==> src/rtl/bgm_pkg.sv <==
// Shared constants, table functions and types of the battery gauge.
package bgm_pkg;

  localparam int HISTORY_DEPTH = 60;
  localparam int MV_BITS       = 14;

  localparam int IDX_W  = (HISTORY_DEPTH > 1) ? $clog2(HISTORY_DEPTH) : 1;
  localparam int CNT_W  = $clog2(HISTORY_DEPTH + 1);
  localparam int SUM_W  = MV_BITS + CNT_W;
  localparam int VOLT_W = 13;
  localparam int PCT_W  = 7;
  localparam int DP_W   = 4;
  localparam int SEG_W  = 4;
  localparam int TABLE_LAST = 10;
  localparam int MULA_W = (MV_BITS > VOLT_W) ? MV_BITS : VOLT_W;
  localparam int MUL_W  = MULA_W + CNT_W;
  // widest table step is 250 mV, times the count
  localparam int SPAN_W = 10 + CNT_W;
  localparam int DIV_W  = (SUM_W > SPAN_W + DP_W) ? SUM_W : SPAN_W + DP_W;
  localparam int STEP_W = $clog2(DIV_W);
  localparam int TIME_W = 32;
  localparam int CFG_IDX_W  = 3;
  localparam int CFG_DATA_W = 32;

  localparam logic [CFG_IDX_W-1:0] REG_CHARGE_HIGH = 3'd0;
  localparam logic [CFG_IDX_W-1:0] REG_CHARGE_LOW  = 3'd1;
  localparam logic [CFG_IDX_W-1:0] REG_CUTOFF      = 3'd2;
  localparam logic [CFG_IDX_W-1:0] REG_FLOOR       = 3'd3;
  localparam logic [CFG_IDX_W-1:0] REG_HOLDOFF     = 3'd4;

  localparam logic [MV_BITS-1:0] RST_CHARGE_HIGH = MV_BITS'(4180);
  localparam logic [MV_BITS-1:0] RST_CHARGE_LOW  = MV_BITS'(4120);
  localparam logic [MV_BITS-1:0] RST_CUTOFF      = MV_BITS'(3000);
  localparam logic [MV_BITS-1:0] RST_FLOOR       = MV_BITS'(2000);
  localparam logic [TIME_W-1:0]  RST_HOLDOFF     = TIME_W'(15000);

  localparam logic OP_SAMPLE  = 1'b0;
  localparam logic OP_PREFILL = 1'b1;

  // Voltage breakpoints of the discharge curve, mV.
  function automatic logic [VOLT_W-1:0] volt_pt(input logic [SEG_W-1:0] k);
    logic [VOLT_W-1:0] v;
    unique case (k)
      4'd0:    v = 13'd3100;
      4'd1:    v = 13'd3350;
      4'd2:    v = 13'd3450;
      4'd3:    v = 13'd3550;
      4'd4:    v = 13'd3620;
      4'd5:    v = 13'd3680;
      4'd6:    v = 13'd3740;
      4'd7:    v = 13'd3800;
      4'd8:    v = 13'd3880;
      4'd9:    v = 13'd3980;
      default: v = 13'd4120;
    endcase
    return v;
  endfunction

  // Percentages at the breakpoints.
  function automatic logic [PCT_W-1:0] pct_pt(input logic [SEG_W-1:0] k);
    logic [PCT_W-1:0] p;
    unique case (k)
      4'd0:    p = 7'd1;
      4'd1:    p = 7'd5;
      4'd2:    p = 7'd10;
      4'd3:    p = 7'd20;
      4'd4:    p = 7'd30;
      4'd5:    p = 7'd40;
      4'd6:    p = 7'd50;
      4'd7:    p = 7'd60;
      4'd8:    p = 7'd70;
      4'd9:    p = 7'd85;
      default: p = 7'd100;
    endcase
    return p;
  endfunction

  typedef struct packed {
    logic               en;
    logic [IDX_W-1:0]   addr;
    logic [MV_BITS-1:0] data;
  } hist_wr_t;

  typedef struct packed {
    logic              start;
    logic [DIV_W-1:0]  num;
    logic [SPAN_W-1:0] den;
  } div_req_t;

endpackage

==> src/rtl/bgm_hist_mem.sv <==
// Sample history RAM: one write port, one registered read port, per-entry valid bits.
module bgm_hist_mem
  import bgm_pkg::*;
(
  input  logic               clk,
  input  logic               rst,
  input  hist_wr_t           wr,
  input  logic               rd_en,
  input  logic [IDX_W-1:0]   rd_addr,
  output logic [MV_BITS-1:0] rd_data
);

  logic [MV_BITS-1:0]       mem [HISTORY_DEPTH];
  logic [HISTORY_DEPTH-1:0] valid;
  logic [MV_BITS-1:0]       mem_q;
  logic                     vld_q;

  always_ff @(posedge clk) begin
    if (wr.en) begin
      mem[wr.addr] <= wr.data;
    end
    if (rd_en) begin
      mem_q <= mem[rd_addr];
    end
  end

  // never-written entries read as zero
  always_ff @(posedge clk) begin
    if (rst) begin
      valid <= '0;
      vld_q <= 1'b0;
    end else begin
      if (wr.en) begin
        valid[wr.addr] <= 1'b1;
      end
      if (rd_en) begin
        vld_q <= valid[rd_addr];
      end
    end
  end

  assign rd_data = vld_q ? mem_q : '0;

endmodule

==> src/rtl/bgm_div.sv <==
// Restoring divider, one quotient bit per cycle, shared by average and interpolation.
module bgm_div
  import bgm_pkg::*;
(
  input  logic             clk,
  input  logic             rst,
  input  div_req_t         req,
  output logic             done,
  output logic [DIV_W-1:0] quo
);

  logic              busy;
  logic [STEP_W-1:0] step;
  logic [DIV_W-1:0]  acc;
  logic [SPAN_W-1:0] rem;
  logic [SPAN_W-1:0] den;
  logic [SPAN_W:0]   trial;
  logic [SPAN_W:0]   diff;
  logic              ge;

  assign trial = {rem, acc[DIV_W-1]};
  assign ge    = trial >= {1'b0, den};
  assign diff  = trial - {1'b0, den};

  always_ff @(posedge clk) begin
    if (rst) begin
      busy <= 1'b0;
      done <= 1'b0;
      step <= '0;
    end else begin
      done <= busy && !req.start && (step == STEP_W'(DIV_W - 1));
      if (req.start) begin
        busy <= 1'b1;
        step <= '0;
      end else if (busy) begin
        step <= step + 1'b1;
        if (step == STEP_W'(DIV_W - 1)) begin
          busy <= 1'b0;
        end
      end
    end
  end

  // dividend shifts out the top while quotient bits shift in at the bottom
  always_ff @(posedge clk) begin
    if (req.start) begin
      acc <= req.num;
      rem <= '0;
      den <= req.den;
    end else if (busy) begin
      acc <= {acc[DIV_W-2:0], ge};
      rem <= ge ? diff[SPAN_W-1:0] : trial[SPAN_W-1:0];
    end
  end

  assign quo = acc;

endmodule

==> src/rtl/battery_gauge_monitor.sv <==
// Top level of the moving-average battery fuel gauge.
//
//  channel | direction | handshake             | payload
//  --------+-----------+-----------------------+------------------------------------------
//  in      | sink      | in_valid / in_ready   | op, sample_mv, usb_host_present, time_ms
//  out     | source    | out_valid / out_ready | avg_mv, percent, charging,
//          |           |                       | charging_changed, percent_changed, power_off
//  cfg     | sink      | cfg_valid / cfg_ready | cfg_index, cfg_data
//
// One item at a time. A sample walks the table points in order (1 to 11 of them) and
// needs a second divide when the average falls between two points; both divides are
// 20-bit passes of the shared radix-2 divider. A prefill writes all 60 entries,
// one history RAM write per cycle. A zero sample is taken and dropped with no result.
// Reset is synchronous; the RAM needs no clearing pass (valid bits reset at once).
// The result register lets the next item in while a result waits for out_ready;
// a new result waits in the final state only while the previous one is still held.
module battery_gauge_monitor
  import bgm_pkg::*;
(
  input  logic                  clk,
  input  logic                  rst,
  // input samples
  input  logic                  in_valid,
  output logic                  in_ready,
  input  logic                  op,
  input  logic [MV_BITS-1:0]    sample_mv,
  input  logic                  usb_host_present,
  input  logic [TIME_W-1:0]     time_ms,
  // results
  output logic                  out_valid,
  input  logic                  out_ready,
  output logic [MV_BITS-1:0]    avg_mv,
  output logic [PCT_W-1:0]      percent,
  output logic                  charging,
  output logic                  charging_changed,
  output logic                  percent_changed,
  output logic                  power_off,
  // register writes
  input  logic                  cfg_valid,
  output logic                  cfg_ready,
  input  logic [CFG_IDX_W-1:0]  cfg_index,
  input  logic [CFG_DATA_W-1:0] cfg_data
);

  typedef enum logic [3:0] {
    S_IDLE,    // ready for a transfer
    S_FILL,    // prefill sweep over the RAM
    S_UPD,     // old entry back from RAM: update sum, write new sample
    S_DIVA,    // launch sum / count
    S_WAITA,
    S_FLOOR,   // sum >= floor * count
    S_CUT,     // sum <  cutoff * count
    S_SEARCH,  // walk table points until sum <= point * count
    S_DPMUL,   // offset times percent step
    S_DIVP,    // launch interpolation divide
    S_WAITP,
    S_FIN      // load result register
  } state_t;

  state_t state;

  // configuration
  logic [MV_BITS-1:0] chg_high;
  logic [MV_BITS-1:0] chg_low;
  logic [MV_BITS-1:0] cutoff;
  logic [MV_BITS-1:0] floor_lvl;
  logic [TIME_W-1:0]  holdoff;

  // gauge state
  logic [IDX_W-1:0]   widx;
  logic               full;
  logic [SUM_W-1:0]   sum_r;
  logic               chg;
  logic [PCT_W-1:0]   shown;

  // per-item working registers
  logic [MV_BITS-1:0] s_r;
  logic               host_r;
  logic [TIME_W-1:0]  time_r;
  logic               chg_flip;
  logic [CNT_W-1:0]   cnt_r;
  logic [IDX_W-1:0]   fill_idx;
  logic [MV_BITS-1:0] avg_r;
  logic               ge_floor_r;
  logic               lt_cut_r;
  logic [SEG_W-1:0]   seg;
  logic [MUL_W-1:0]   prod_prev;
  logic [SPAN_W-1:0]  off_r;
  logic [SPAN_W-1:0]  span_r;
  logic [DIV_W-1:0]   numer_r;
  logic [PCT_W-1:0]   pct_r;

  logic               accept;
  logic               chg_next;
  logic [MV_BITS-1:0] old_mv;
  logic [CNT_W-1:0]   widx_inc;
  logic               wrap;
  logic [MULA_W-1:0]  mul_a;
  logic [MUL_W-1:0]   prod;
  logic [MUL_W-1:0]   sum_x;
  logic               hit;
  logic [SEG_W-1:0]   seg_lo;
  logic [PCT_W-1:0]   dp_full;
  logic [MUL_W-1:0]   off_full;
  logic [MUL_W-1:0]   span_full;
  logic               out_free;
  hist_wr_t           hist_wr;
  div_req_t           div_req;
  logic               div_done;
  logic [DIV_W-1:0]   div_quo;

  assign in_ready  = (state == S_IDLE);
  assign cfg_ready = 1'b1;
  assign accept    = in_valid && in_ready;
  assign out_free  = !out_valid || out_ready;

  // hysteresis on the raw sample
  always_comb begin
    chg_next = chg;
    if (sample_mv >= chg_high) begin
      chg_next = 1'b1;
    end else if (chg && (sample_mv < chg_low)) begin
      chg_next = 1'b0;
    end
  end

  bgm_hist_mem u_mem (
    .clk     (clk),
    .rst     (rst),
    .wr      (hist_wr),
    .rd_en   (accept),
    .rd_addr (widx),
    .rd_data (old_mv)
  );

  always_comb begin
    hist_wr.en   = (state == S_FILL) || (state == S_UPD);
    hist_wr.addr = (state == S_FILL) ? fill_idx : widx;
    hist_wr.data = s_r;
  end

  assign widx_inc = CNT_W'(widx) + 1'b1;
  assign wrap     = (widx_inc == CNT_W'(HISTORY_DEPTH));

  // one shared multiplier against the filled count
  always_comb begin
    unique case (state)
      S_FLOOR: mul_a = MULA_W'(floor_lvl);
      S_CUT:   mul_a = MULA_W'(cutoff);
      default: mul_a = MULA_W'(volt_pt(seg));
    endcase
  end

  assign prod      = MUL_W'(mul_a) * MUL_W'(cnt_r);
  assign sum_x     = MUL_W'(sum_r);
  assign hit       = sum_x <= prod;
  assign off_full  = sum_x - prod_prev;
  assign span_full = prod - prod_prev;
  assign seg_lo    = seg - 1'b1;
  assign dp_full   = pct_pt(seg) - pct_pt(seg_lo);

  always_comb begin
    div_req.start = (state == S_DIVA) || (state == S_DIVP);
    div_req.num   = (state == S_DIVP) ? numer_r : DIV_W'(sum_r);
    div_req.den   = (state == S_DIVP) ? span_r  : SPAN_W'(cnt_r);
  end

  bgm_div u_div (
    .clk  (clk),
    .rst  (rst),
    .req  (div_req),
    .done (div_done),
    .quo  (div_quo)
  );

  // register writes; out-of-range indexes fall through
  always_ff @(posedge clk) begin
    if (rst) begin
      chg_high  <= RST_CHARGE_HIGH;
      chg_low   <= RST_CHARGE_LOW;
      cutoff    <= RST_CUTOFF;
      floor_lvl <= RST_FLOOR;
      holdoff   <= RST_HOLDOFF;
    end else if (cfg_valid && cfg_ready) begin
      unique case (cfg_index)
        REG_CHARGE_HIGH: chg_high  <= cfg_data[MV_BITS-1:0];
        REG_CHARGE_LOW:  chg_low   <= cfg_data[MV_BITS-1:0];
        REG_CUTOFF:      cutoff    <= cfg_data[MV_BITS-1:0];
        REG_FLOOR:       floor_lvl <= cfg_data[MV_BITS-1:0];
        REG_HOLDOFF:     holdoff   <= cfg_data[TIME_W-1:0];
        default: ;
      endcase
    end
  end

  always_ff @(posedge clk) begin
    if (rst) begin
      state     <= S_IDLE;
      widx      <= '0;
      full      <= 1'b0;
      sum_r     <= '0;
      chg       <= 1'b0;
      shown     <= '0;
      out_valid <= 1'b0;
    end else begin
      // the final state reloads the result register itself
      if (out_valid && out_ready && (state != S_FIN)) begin
        out_valid <= 1'b0;
      end
      unique case (state)
        S_IDLE: begin
          if (accept) begin
            s_r    <= sample_mv;
            host_r <= usb_host_present;
            time_r <= time_ms;
            if (op == OP_PREFILL) begin
              fill_idx <= '0;
              widx     <= '0;
              full     <= 1'b1;
              sum_r    <= SUM_W'(sample_mv) * SUM_W'(HISTORY_DEPTH);
              state    <= S_FILL;
            end else if (sample_mv != '0) begin
              chg      <= chg_next;
              chg_flip <= chg_next != chg;
              state    <= S_UPD;
            end
          end
        end
        S_FILL: begin
          fill_idx <= fill_idx + 1'b1;
          if (fill_idx == IDX_W'(HISTORY_DEPTH - 1)) begin
            state <= S_IDLE;
          end
        end
        S_UPD: begin
          sum_r <= sum_r - SUM_W'(old_mv) + SUM_W'(s_r);
          cnt_r <= (full || wrap) ? CNT_W'(HISTORY_DEPTH) : widx_inc;
          if (wrap) begin
            widx <= '0;
            full <= 1'b1;
          end else begin
            widx <= IDX_W'(widx_inc);
          end
          state <= S_DIVA;
        end
        S_DIVA: begin
          state <= S_WAITA;
        end
        S_WAITA: begin
          if (div_done) begin
            avg_r <= div_quo[MV_BITS-1:0];
            state <= S_FLOOR;
          end
        end
        S_FLOOR: begin
          ge_floor_r <= sum_x >= prod;
          state      <= S_CUT;
        end
        S_CUT: begin
          lt_cut_r <= sum_x < prod;
          seg      <= '0;
          state    <= S_SEARCH;
        end
        S_SEARCH: begin
          prod_prev <= prod;
          if (hit) begin
            if (seg == '0) begin
              // at or below the lowest point
              pct_r <= pct_pt(seg);
              state <= S_FIN;
            end else begin
              off_r  <= off_full[SPAN_W-1:0];
              span_r <= span_full[SPAN_W-1:0];
              state  <= S_DPMUL;
            end
          end else if (seg == SEG_W'(TABLE_LAST)) begin
            // above the top point
            pct_r <= pct_pt(seg);
            state <= S_FIN;
          end else begin
            seg <= seg + 1'b1;
          end
        end
        S_DPMUL: begin
          numer_r <= DIV_W'(off_r) * DIV_W'(dp_full[DP_W-1:0]);
          state   <= S_DIVP;
        end
        S_DIVP: begin
          state <= S_WAITP;
        end
        S_WAITP: begin
          if (div_done) begin
            pct_r <= pct_pt(seg_lo) + div_quo[PCT_W-1:0];
            state <= S_FIN;
          end
        end
        S_FIN: begin
          if (out_free) begin
            out_valid        <= 1'b1;
            avg_mv           <= avg_r;
            percent          <= pct_r;
            charging         <= chg;
            charging_changed <= chg_flip;
            percent_changed  <= (shown == '0) || (shown != pct_r);
            power_off        <= !chg && !host_r && ge_floor_r && lt_cut_r &&
                                (time_r >= holdoff);
            shown            <= pct_r;
            state            <= S_IDLE;
          end
        end
        default: state <= S_IDLE;
      endcase
    end
  end

endmodule

==> config.mk <==
export PLATFORM = sky130hd
export DESIGN_NAME = battery_gauge_monitor
export DESIGN_NICKNAME = d
export VERILOG_FILES = /design/src/rtl/bgm_pkg.sv /design/src/rtl/bgm_hist_mem.sv /design/src/rtl/bgm_div.sv /design/src/rtl/battery_gauge_monitor.sv
export SDC_FILE = /design/constraint.sdc
export NUM_CORES = 2
export LEC_CHECK = 0
export BUFFER_PORTS_ARGS = -buffer_cell sky130_fd_sc_hd__buf_2
export CAP_MARGIN = 0
export CORE_UTILIZATION = 66
export DETAILED_ROUTE_END_ITERATION = 8
export PLACE_DENSITY = 0.83
export SYNTH_ARGS = -nofsm -noshare
export SYNTH_HDL_FRONTEND = slang
export SYNTH_SLANG_ARGS = --single-unit
==> constraint.sdc <==
create_clock -name clk -period 17.4 [get_ports clk]
set_input_delay 0 -clock clk [delete_from_list [all_inputs] [get_ports clk]]
set_output_delay 0 -clock clk [all_outputs]
set_load 0.1 [all_outputs]
==> out/results.ini <==
[status]
run_status=finished clean

[critical_path]
timing.critical_path.from=state[3]$_SDFFE_PP0P_
r2r_slack_ns=7.39
ff2ff_path_depth=35
critical_path.max_fanout=28
critical_path_class=register to register
required_ns=18.04
critical_path_buf_inv_count=4
cp_num_cells=35
cpLargestDelayFamily=simple AND/OR/NAND/NOR gates
slowest_stage=nand2b_1
critical_path.endpoint_type=register
worstReg2RegStart=state[3]$_SDFFE_PP0P_
cp.arrival_ns=10.65
cpPeakStageDelay_ns=0.92
cp-start-kind=register

[hold_path]
worst_hold_path.num_cells=4
hold_path.class=input port to register

[cells_and_area]
final_area_um2=69100
layout-drive-gt1-share_pct=15.7
area_growth_syn_to_layout_pct=13.1
final_nets=5102
final-instance-count-excl-fill=5939

[logic_synthesis]
synth.yosys.seq_area_share_pct=60.1
syn-instance-count=4351
synth_compound_area_share_pct=5.88
synth-xor-area-share_pct=1.72
synthAdderAreaFrac_pct=9.01
synth_edf_count=1070
dominantRegCellSynth=edfxtp_1
area_share_of_and_or_nand_nor_cells_after_synthesis_pct=8.73
syn_avg_cell_area_um2=14.1
ys_seq_elements=1300
post_synth_mux_area_share_pct=11.4
combinational_family_with_the_most_area_after_synthesis=multiplexers
syn-cell-area_um2=61100
asyncSetResetFlopFracSynth_pct=0
yosys_warnings=0
ys_types=89
mappedNetlistNets=4806

[clocking]
cts_max_path_buffers=3
cell_at_the_root_of_the_clock_tree=clkbuf_16
hold_buffers=140
htree_num_levels=4
cts-resized-gates=0
cts.sinks=1300
clock_latency_late_sink_ns=0.79
path_clk_slew_ns=0.08
cts_buffers=131
cts_post_setup_buffers_inserted=0
tritoncts=yes

[sta]
rsz_0062_raised_after_global_routing=no
timing.final.crit_period_ns=10.01
clock.fmax_mhz=99.9
timing.setup.tns_ns=0
final_max_slew_viol_count=0
finalSetupViolCount=0
final.period_utilization_pct=57.5
worst_slew_pin_slew_ns=1.14
fin_worst_hold_slack_ns=0.00983
fin_skew_ns=0.0519
final_hold_viol_count=0
timing.max_slew.rel_slack_pct=24.0

[floorplan]
initial_core_util_pct=66.7
dieArea_um2=93900
row_count=111
pin_count=116
die-height_um=306
die_width_um=306
floorplan.core_area_um2=91700

[global_route]
via_count_of_the_first_global_routing_pass=39793
grt_pass1_wl_mm=246
grt_antenna_before_repair=14
grt.met2_usage_pct=59.1
global_route.peak_usage_layer=met2
grt_start_max_net_pins=109
grt-ovfl-total=0
grt_util_met1_pct=43.2
grtUsageTotal_pct=35.7
globalRouteMet3Util_pct=8.24

[drt]
route.final.wire_length_mm=164
vias_after_detailed_routing=39582
wl_per_cell_um=27.6
ant_nets=0
drtIter0Drc=4960
drt_pass1_iterations=7
vias_per_cell=6.66
drcViolationCount=0

[place]
io_buffers=114
place.gp.congestion=0.901
dpl.cell_count=5560
dp_hpwl_mm=94.5
placedInstanceArea_um2=63300

[power]
static-leakage-power_nw=25.0
p_per_area_nw_per_um2=135
worst_ir_drop_vdd_uv=128

[flow_run]
max_cap_violations=0

-- cell type report --
type / instances / area (µm²)
Tap cell: 1186 / 1480
Clock buffer: 172 / 3600
Fill cell: 5027 / 22500
Clock inverter: 64 / 836
Inverter: 322 / 1210
Multi-Input combinational cell: 2547 / 22600
Timing Repair Buffer: 345 / 2670
Antenna cell: 3 / 7.51
Sequential cell: 1300 / 36800
-- power breakdown --
group          switching [mW]  total (mW)  internal [mW]
logic                    1.53        2.59           1.06
registers               0.166        3.79           3.63
clock network            1.25        2.94           1.68
total                    2.95        9.32           6.37
-- worst min path at each step --
| stage | startpoint | endpoint | slack, ns |
|---|---|---|---|
| floorplan | usb_host_present | host_r$_DFFE_PP_ | 0.1 |
| global placement | time_ms[18] | time_r[18]$_DFFE_PP_ | 0.18 |
| detailed placement | time_ms[18] | time_r[18]$_DFFE_PP_ | 0.18 |
| CTS | cfg_data[31] | holdoff[31]$_SDFFE_PP0P_ | 0.003 |
| global route | cfg_data[29] | holdoff[29]$_SDFFE_PP0P_ | 0.04 |
| finish | cfg_data[31] | holdoff[31]$_SDFFE_PP0P_ | 0.01 |
-- synth_stat cells, types with 39 or more instances --
master	instances	area (µm²)
edfxtp_1	1070	32100
nand2_1	383	1440
nor2_1	346	1300
inv_1	320	1200
mux4_2	285	6420
ha_1	246	3080
dfxtp_1	230	4600
a21oi_1	204	1020
clkbuf_1	139	522
fa_1	121	2420
o21ai_0	101	505
and2_1	94	588
xnor2_1	80	701
a21o_1	58	435
nor3_1	56	280
nor2b_1	44	275
nand3_1	43	215
mux2i_1	42	420
xor2_1	40	350
nand2b_1	39	244
-- flip-flops by register name (all words and copies together), names as in the netlist, 16 cells and up, named ones only --
name,count
u_div.den,16
u_mem.mem,840
off_r,16
span_r,16
prod_prev,16
u_div.rem,16
u_mem.valid,60
numer_r,20
holdoff,32
u_div.quo,20
sum_r,20
time_r,32
-- cell usage in the layout, fill, tap and decap left out, drive strengths merged, types with 10 or more instances in the layout --
cell type and count:
edfxtp 1070, nand2 384, nor2 346, inv 328
mux4 285, ha 246, dfxtp 230, a21oi 206
buf 205, clkbuf 172, dlygate4sd3 140, fa 121
o21ai 102, and2 96, xnor2 80, a21o 58
nor3 56, nor2b 44, nand3 44, mux2i 42
xor2 40, clkinv 40, nand2b 39, nand3b 36
and3 34, a211oi 30, a22oi 25, o31ai 19
nand4 18, o22ai 16, a211o 15, or3 15
bufinv 14, a31oi 13, mux2 13, o211ai 12
o21a 11, o21bai 11, nor4 10
-- logic make-up after synthesis --
group                      after synthesis
other                                    1
AOI/OAI and AO/OA                      572
buffers and inverters                  504
DFF                                   1300
and+or+nand+nor                       1146
xor gates and xnor gates               120
adders and majority gates              368
muxes                                  340
-- through the flow --
stage	power (mW)	util, %	setup WS (ns)
after floorplan	5.61	-	6.94
after global placement	6.22	69.0	7.86
after detailed placement	6.31	69.0	7.61
after CTS	9.26	75.4	7.56
after global routing	9.67	75.4	6.66
final	9.32	75.4	7.39
-- per-layer routing --
metal	wire [µm]	share of wire (%)
met5	174	0.11
met4	11100	6.8
met3	16800	10
met2	80800	49
met1	55100	34
-- tightest hold or removal path: cells and delay by family --
family	cells	cell delay, ns
buffers and inverters	2	0.65
AND/OR/NAND/NOR	1	0.05
AO/OA/AOI/OAI	1	0.05
Note: power is estimated with default switching activity, not from simulation.
